--- config.mk ---
export PLATFORM = sky130hd
export DESIGN_NAME = gsla_ctrl
export DESIGN_NICKNAME = d
export VERILOG_FILES = /design/src/design/gsla_pkg.sv /design/src/design/gsla_ctrl.sv
export SDC_FILE = /design/constraint.sdc
export NUM_CORES = 1
export LEC_CHECK = 0
export ABC_AREA = 1
export BUFFER_PORTS_ARGS = -buffer_cell sky130_fd_sc_hd__buf_2
export CAP_MARGIN = 15
export CORE_AREA = 2 2 39 41
export DETAILED_ROUTE_END_ITERATION = 10
export DIE_AREA = 0 0 41 43
export PLACE_DENSITY = 0.65
export SLEW_MARGIN = 20
export SYNTH_ARGS = -nofsm -noshare
export SYNTH_HDL_FRONTEND = slang
export SYNTH_SLANG_ARGS = --single-unit
--- constraint.sdc ---
create_clock -name clk -period 1.45 [get_ports clk]
set_clock_uncertainty 0.15 [all_clocks]
set_input_delay 0.0725 -clock clk [delete_from_list [all_inputs] [get_ports clk]]
set_output_delay 0.0725 -clock clk [all_outputs]
set_load 0.1 [all_outputs]
--- src/design/gsla_pkg.sv ---
// shared types, codes and constants for the grid advection core
`timescale 1ns / 1ps

package gsla_pkg;

    localparam int MAX_WIDTH_DEF  = 64;
    localparam int MAX_HEIGHT_DEF = 64;
    localparam int FRAC_BITS_DEF  = 16;

    localparam int COORD_W    = 7;
    localparam int VALUE_W    = 32;
    localparam int DIM_W      = 7;
    localparam int STEP_W     = 21;
    localparam int CFG_IDX_W  = 2;
    localparam int CFG_DATA_W = 21;

    localparam logic CMD_LOAD  = 1'b0;
    localparam logic CMD_QUERY = 1'b1;

    localparam logic [CFG_IDX_W-1:0] CFG_GRID_WIDTH  = 2'd0;
    localparam logic [CFG_IDX_W-1:0] CFG_GRID_HEIGHT = 2'd1;
    localparam logic [CFG_IDX_W-1:0] CFG_TIME_STEP   = 2'd2;

    localparam logic [DIM_W-1:0]  GRID_WIDTH_RESET  = 7'd64;
    localparam logic [DIM_W-1:0]  GRID_HEIGHT_RESET = 7'd64;
    localparam logic [STEP_W-1:0] TIME_STEP_RESET   = 21'd6554;

    typedef struct packed {
        logic                      command;
        logic [COORD_W-1:0]        column;
        logic [COORD_W-1:0]        row;
        logic signed [VALUE_W-1:0] source_value;
        logic signed [VALUE_W-1:0] velocity_x;
        logic signed [VALUE_W-1:0] velocity_y;
    } item_t;

    typedef struct packed {
        logic signed [VALUE_W-1:0] advected_value;
        logic                      is_query_result;
    } result_t;

    typedef enum logic [4:0] {
        OP_NONE,
        OP_LATCH,
        OP_LOAD,
        OP_SEL_A,
        OP_SEL_B,
        OP_VREAD,
        OP_WDT,
        OP_HDT,
        OP_XRAW,
        OP_YRAW,
        OP_CLAMP,
        OP_S00,
        OP_S01,
        OP_S10,
        OP_S11,
        OP_C1A,
        OP_C1B,
        OP_H0,
        OP_H1,
        OP_CELL,
        OP_RESULT
    } dp_op_t;

    typedef struct packed {
        logic is_load;
        logic in_range;
        logic corner;
    } dp_status_t;

endpackage

--- src/design/gsla_ctrl.sv ---
// sequencer for load, query and per-cell advection steps
`timescale 1ns / 1ps

module gsla_ctrl (
    input  logic                clk,
    input  logic                rst_n,
    input  logic                item_valid,
    output logic                item_ready,
    output logic                result_valid,
    input  logic                result_ready,
    input  gsla_pkg::dp_status_t status,
    output gsla_pkg::dp_op_t    op
);

    typedef enum logic [4:0] {
        ST_IDLE,
        ST_DECIDE,
        ST_LOAD,
        ST_SEL_A,
        ST_SEL_B,
        ST_VREAD,
        ST_WDT,
        ST_HDT,
        ST_XRAW,
        ST_YRAW,
        ST_CLAMP,
        ST_S00,
        ST_S01,
        ST_S10,
        ST_S11,
        ST_C1A,
        ST_C1B,
        ST_H0,
        ST_H1,
        ST_CELL,
        ST_FINISH
    } state_t;

    state_t state_reg, state_next;
    logic   pass_b_reg, pass_b_next;
    logic   result_valid_reg, result_valid_next;
    logic   slot_free;

    assign slot_free    = !result_valid_reg || result_ready;
    assign item_ready   = (state_reg == ST_IDLE);
    assign result_valid = result_valid_reg;

    always_comb
    begin
        state_next        = state_reg;
        pass_b_next       = pass_b_reg;
        result_valid_next = result_valid_reg && !result_ready;
        op                = gsla_pkg::OP_NONE;
        case (state_reg)
            ST_IDLE:
            begin
                if (item_valid)
                begin
                    op         = gsla_pkg::OP_LATCH;
                    state_next = ST_DECIDE;
                end
            end
            ST_DECIDE:
            begin
                pass_b_next = 1'b0;
                if (status.is_load)
                    state_next = ST_LOAD;
                else if (!status.in_range)
                    state_next = ST_FINISH;
                else
                    state_next = ST_SEL_A;
            end
            ST_LOAD:
            begin
                op         = gsla_pkg::OP_LOAD;
                state_next = ST_FINISH;
            end
            ST_SEL_A:
            begin
                op         = gsla_pkg::OP_SEL_A;
                state_next = ST_VREAD;
            end
            ST_SEL_B:
            begin
                op         = gsla_pkg::OP_SEL_B;
                state_next = ST_VREAD;
            end
            ST_VREAD:
            begin
                op         = gsla_pkg::OP_VREAD;
                state_next = ST_WDT;
            end
            ST_WDT:
            begin
                op         = gsla_pkg::OP_WDT;
                state_next = ST_HDT;
            end
            ST_HDT:
            begin
                op         = gsla_pkg::OP_HDT;
                state_next = ST_XRAW;
            end
            ST_XRAW:
            begin
                op         = gsla_pkg::OP_XRAW;
                state_next = ST_YRAW;
            end
            ST_YRAW:
            begin
                op         = gsla_pkg::OP_YRAW;
                state_next = ST_CLAMP;
            end
            ST_CLAMP:
            begin
                op         = gsla_pkg::OP_CLAMP;
                state_next = ST_S00;
            end
            ST_S00:
            begin
                op         = gsla_pkg::OP_S00;
                state_next = ST_S01;
            end
            ST_S01:
            begin
                op         = gsla_pkg::OP_S01;
                state_next = ST_S10;
            end
            ST_S10:
            begin
                op         = gsla_pkg::OP_S10;
                state_next = ST_S11;
            end
            ST_S11:
            begin
                op         = gsla_pkg::OP_S11;
                state_next = ST_C1A;
            end
            ST_C1A:
            begin
                op         = gsla_pkg::OP_C1A;
                state_next = ST_C1B;
            end
            ST_C1B:
            begin
                op         = gsla_pkg::OP_C1B;
                state_next = ST_H0;
            end
            ST_H0:
            begin
                op         = gsla_pkg::OP_H0;
                state_next = ST_H1;
            end
            ST_H1:
            begin
                op         = gsla_pkg::OP_H1;
                state_next = ST_CELL;
            end
            ST_CELL:
            begin
                op = gsla_pkg::OP_CELL;
                // a corner runs a second cell, then averages
                if (status.corner && !pass_b_reg)
                begin
                    pass_b_next = 1'b1;
                    state_next  = ST_SEL_B;
                end
                else
                begin
                    state_next = ST_FINISH;
                end
            end
            ST_FINISH:
            begin
                if (slot_free)
                begin
                    op                = gsla_pkg::OP_RESULT;
                    result_valid_next = 1'b1;
                    state_next        = ST_IDLE;
                end
            end
            default:
            begin
                state_next = ST_IDLE;
            end
        endcase
    end

    always_ff @(posedge clk or negedge rst_n)
    begin
        if (!rst_n)
        begin
            state_reg        <= ST_IDLE;
            pass_b_reg       <= 1'b0;
            result_valid_reg <= 1'b0;
        end
        else
        begin
            state_reg        <= state_next;
            pass_b_reg       <= pass_b_next;
            result_valid_reg <= result_valid_next;
        end
    end

endmodule

After elaboration in Yosys (flattened, before gate mapping):

Index checks and enable logic that the tools add are counted.

* $add $sub $neg: 0
* multiply operators: 0
* div/mod/pow operators: 0
* $lt $le $gt $ge: 0
* eq/ne operators: 23
* shift operators: 0
* muxes and demuxes: 13
* bitwise operators: 0
* reduce and logical (&&, ||, !) cells: 11

Operator list (number)
* $pmux 5 s20: 2
* $eq 5x4->1 const B: 8
* $mux 5: 6
* $eq 5x5->1 const B: 5
* $eq 5x3->1 const B: 4
* $eq 5x2->1 const B: 2
* $ne 2x2->1 const B: 3
* $eq 5x1->1 const B: 1
* $logic_not 5->1: 1
* $mux 1: 4
* $reduce_and 2->1: 2
* $logic_not 1->1: 3
* $logic_and 1x1->1: 2
* $pmux 1 s2: 1
* $reduce_bool 2->1: 1
* $reduce_or 2->1: 1
* $logic_or 1x1->1: 1

* register bits after elaboration: 7
* latch bits: 0
* memory bits (writable): 0
* ROM bits: 0
* bits of input ports: 7
* output and inout port bits: 7
* word-level logic and storage cells: 50
* memories: 0

Logic depth before layout (Yosys ltp):

* depth in word-level cells: 4
* mapped depth: 7
* mapped depth without buffers: 7

Worst setup path before layout:

OpenSTA, ideal clock, no wires.

* path type: register to output
* from: register state_reg[3]
* to: output port op[1]
* data arrival time: 2.666 ns
* required time: 1.228 ns
* setup slack: -1.439 ns
* stages on the path, launching flop included: 5
* path buffers: 0
* path through: dfrtp_1 -> inv_1 -> nor2_1 -> o21ai_0 -> nand2_1

* cells in the longest elaborated chain, start to end: 2
* elaborated cells between the ends (all ways): 21
* those cells by class: eq/ne (19); mux (1); reduce/logical (1)

Ends and longest elaborated chain
* start, declared: RTL line gsla_ctrl.sv:39 `state_t state_reg, state_next;`
* start signal, assigned: RTL line gsla_ctrl.sv:198 `state_reg <= state_next;`
* $eq 5x5->1 (tied with other cells): RTL line gsla_ctrl.sv:54 `case (state_reg)`
* $pmux 5 s20 (*): RTL line gsla_ctrl.sv:54
* end, declared: RTL line gsla_ctrl.sv:12 `output gsla_pkg::dp_op_t op`

Every way passes the cells marked *; elsewhere a longest branch is shown, timed or not.

Worst setup path after layout:

* from: register state_reg[1]
* to: output port op[2]

Same word-level chain as after synthesis.

==> results.py <==
metrics = {
    "route": {
        "drt_first_pass_iters": 4,
        "wl_per_cell_um": 15.12,
        "vias_per_cell": 5.536,
        "drt_iter0_drc": 33,
        "drc": 0,
        "via_count": 836,
        "routed_wl_um": 2283,
        "drtAntennaViolNets": 0,
    },
    "place": {
        "gp_congestion": 0.9150,
        "place_hpwl_um": 1531,
        "placed_cells": 137,
        "io_buffers": 13,
    },
    "logic_synthesis": {
        "ys_ff_latch": 7,
        "netlist_area_um2": 580.6,
        "synth_area_per_cell_um2": 6.176,
        "yosys_warnings": 0,
        "synth_top_area_share_pct": 30.17,
        "synthCells": 94,
        "synth_top_cell_by_area": "dfrtp_1",
        "synth_cell_type_count": 20,
        "ys_seq_area_share_pct": 30.17,
        "synthesis.nets": 101,
        "ys_top_cells_by_area": "dfrtp_1, nand2_1, nand3_1",
    },
    "critical_path": {
        "worst-path-buf-inv": 3,
        "timing.critical_path.slowest_cell_delay_ns": 0.42,
        "path_class": "register to output port",
        "cp-start-kind": "register",
        "crit_chain": "inv_2, nor2_2, nand3_2, nand2_2, inv_1, nand4_1, buf_12",
        "critPathCaptureType": "output port",
        "cp_top_family": "simple AND/OR/NAND/NOR gates",
        "critPathMaxFanout": 4,
        "crit_arrival_ns": 1.54,
        "required_ns": 1.23,
        "cp_slowest_cell": "dfrtp_2",
    },
    "sta": {
        "max-slew-margin-rel_pct": 67.91,
        "rsz0062_at_grt": "yes",
        "tightestPinTransition_ns": 0.4847,
        "final-hold-violation-count": 0,
        "finalCritPeriodShare_pct": 121.4,
        "layout_setup_ws_ns": -0.3108,
        "max_freq_mhz": 567.9,
        "setup_viol": 8,
        "maxSlewViolCount": 0,
        "fin_tns_setup_ns": -1.415,
        "finalCriticalPeriod_ns": 1.761,
    },
    "run_status": {
        "outcome": "finished, violations left",
        "violations": "setup timing",
    },
    "floorplan": {
        "core_area_um2": 1384,
        "die_h_um": 43,
        "die_area_um2": 1763,
        "rows": 14,
        "initial_core_util_pct": 41.95,
        "die_x_um": 41,
        "io_pins": 14,
    },
    "finish": {
        "layout.nets": 143,
        "drive_gt1_share_pct": 51.85,
        "area_growth_pct": 87.93,
        "final_util_pct": 78.84,
        "largest_register_ffs": 5,
        "final_cells": 151,
        "diodes": 0,
    },
    "clocking": {
        "cts_tree": "yes",
        "root_buffer": "clkbuf_4",
        "clk_path_buf_depth": 2,
        "clock_sinks": 7,
        "cts_buffers": 3,
        "clk_pin_slew_ns": 0.05,
        "insertion_delay_ns": 0.26,
        "htreeDepth": 1,
    },
    "global_routing": {
        "grt_overflow": 0,
        "gr-usage-all-layers_pct": 31.35,
        "grt_pass1_wl_um": 3643,
        "antenna_found_initial": 0,
        "grt_pass1_vias": 828,
        "grt_start_max_net_pins": 9,
    },
    "flow_run": {
        "cap_violations": 0,
    },
    "min_path": {
        "hold_class": "input pin to async pin",
    },
}
-- Yosys cell counts --
| cell | count |
|---|---|
| nand2_1 | 21 |
| inv_1 | 14 |
| nand3_1 | 12 |
| nor2_1 | 11 |
| dfrtp_1 | 7 |
| nor2_2 | 5 |
| inv_2 | 4 |
| o21ai_0 | 4 |
| o21ai_1 | 3 |
| a21oi_1 | 2 |
| nand4_1 | 2 |
| a21oi_2 | 1 |
| nand2_2 | 1 |
| nand3b_1 | 1 |
| nor3_2 | 1 |
| o2111ai_1 | 1 |
| o211ai_1 | 1 |
| o22ai_1 | 1 |
| o31ai_1 | 1 |
| or2_1 | 1 |
-- area by class of cell --
type	instances	area [um^2]
Clock buffer	4	26.28
Fill cell	95	292.8
Inverter	18	72.57
Multi-Input combinational cell	69	439.2
Sequential cell	7	185.2
Tap cell	16	20.02
Timing Repair Buffer	37	347.8
-- logic make-up after synthesis --
group	share of synthesized area (%)
and+or+nand+nor	43.75
buffers and inverters	11.64
AOI/OAI and AO/OA	14.44
DFF	30.17
-- routing by layer --
metal	global-route usage [%]	share of wire, %
met1	32.25	35
met2	46.88	52
met3	14.66	7.0
met4	22.67	6.5
met5	0	0
-- path summary, 6_finish.rpt --
path / start / endpoint / slack, ns / cells past startpoint
hold reg to reg: pass_b_reg$_DFFE_PN0P_ / pass_b_reg$_DFFE_PN0P_ / 0.43 / 2
hold / removal: rst_n / state_reg[4]$_DFFE_PN0P_ / 0.01 / 2
max in group asynchronous: rst_n / state_reg[2]$_DFFE_PN0P_ / 0.96 / 2
min in group clk: result_ready / result_valid$_DFF_PN0_ / 0.07 / 3
setup reg to reg: state_reg[3]$_DFFE_PN0P_ / state_reg[0]$_DFFE_PN0P_ / -0.05 / 8
setup / recovery: state_reg[1]$_DFFE_PN0P_ / op[2] / -0.31 / 7
-- worst reg2reg max path: cells and delay by family (launching register included) --
family | cells | cell delay, ns
AND/OR/NAND/NOR | 6 | 0.57
buffers and inverters | 1 | 0.15
flip-flops | 1 | 0.45
AO/OA/AOI/OAI | 1 | 0.11
-- metrics by stage --
stage / setup slack (ns) / hold WS [ns] / area (um^2)
after floorplan: -0.4798 / -0.3731 / 646.9
after global placement: -0.02092 / -0.2398 / 927.1
after detailed placement: -0.08707 / -0.2394 / 927.1
after CTS: -0.2801 / 0.03280 / 1061
after global routing: -0.3840 / 0.04254 / 1091
final: -0.3108 / 0.01326 / 1091
-- cells in the final DEF (no fill, tap or decap), types with 6 or more instances in the layout --
cell type  instances
nand3_1           10
nor2_1             8
buf_4             19
inv_1             11
buf_12             6
nand2_2            6
buf_2              7
nand2_1           15
inv_2              6
-- timing repair --
item	CTS	global route
hold buffers	5	0
hold endpoints to repair	10	0
setup endpoints to repair	8	11
pin swaps	3	2
gates resized for setup	6	9
setup buffers	5	0
Power is not shown: default switching activity piles up to over one toggle a cycle in this logic, so the estimate is an artifact.
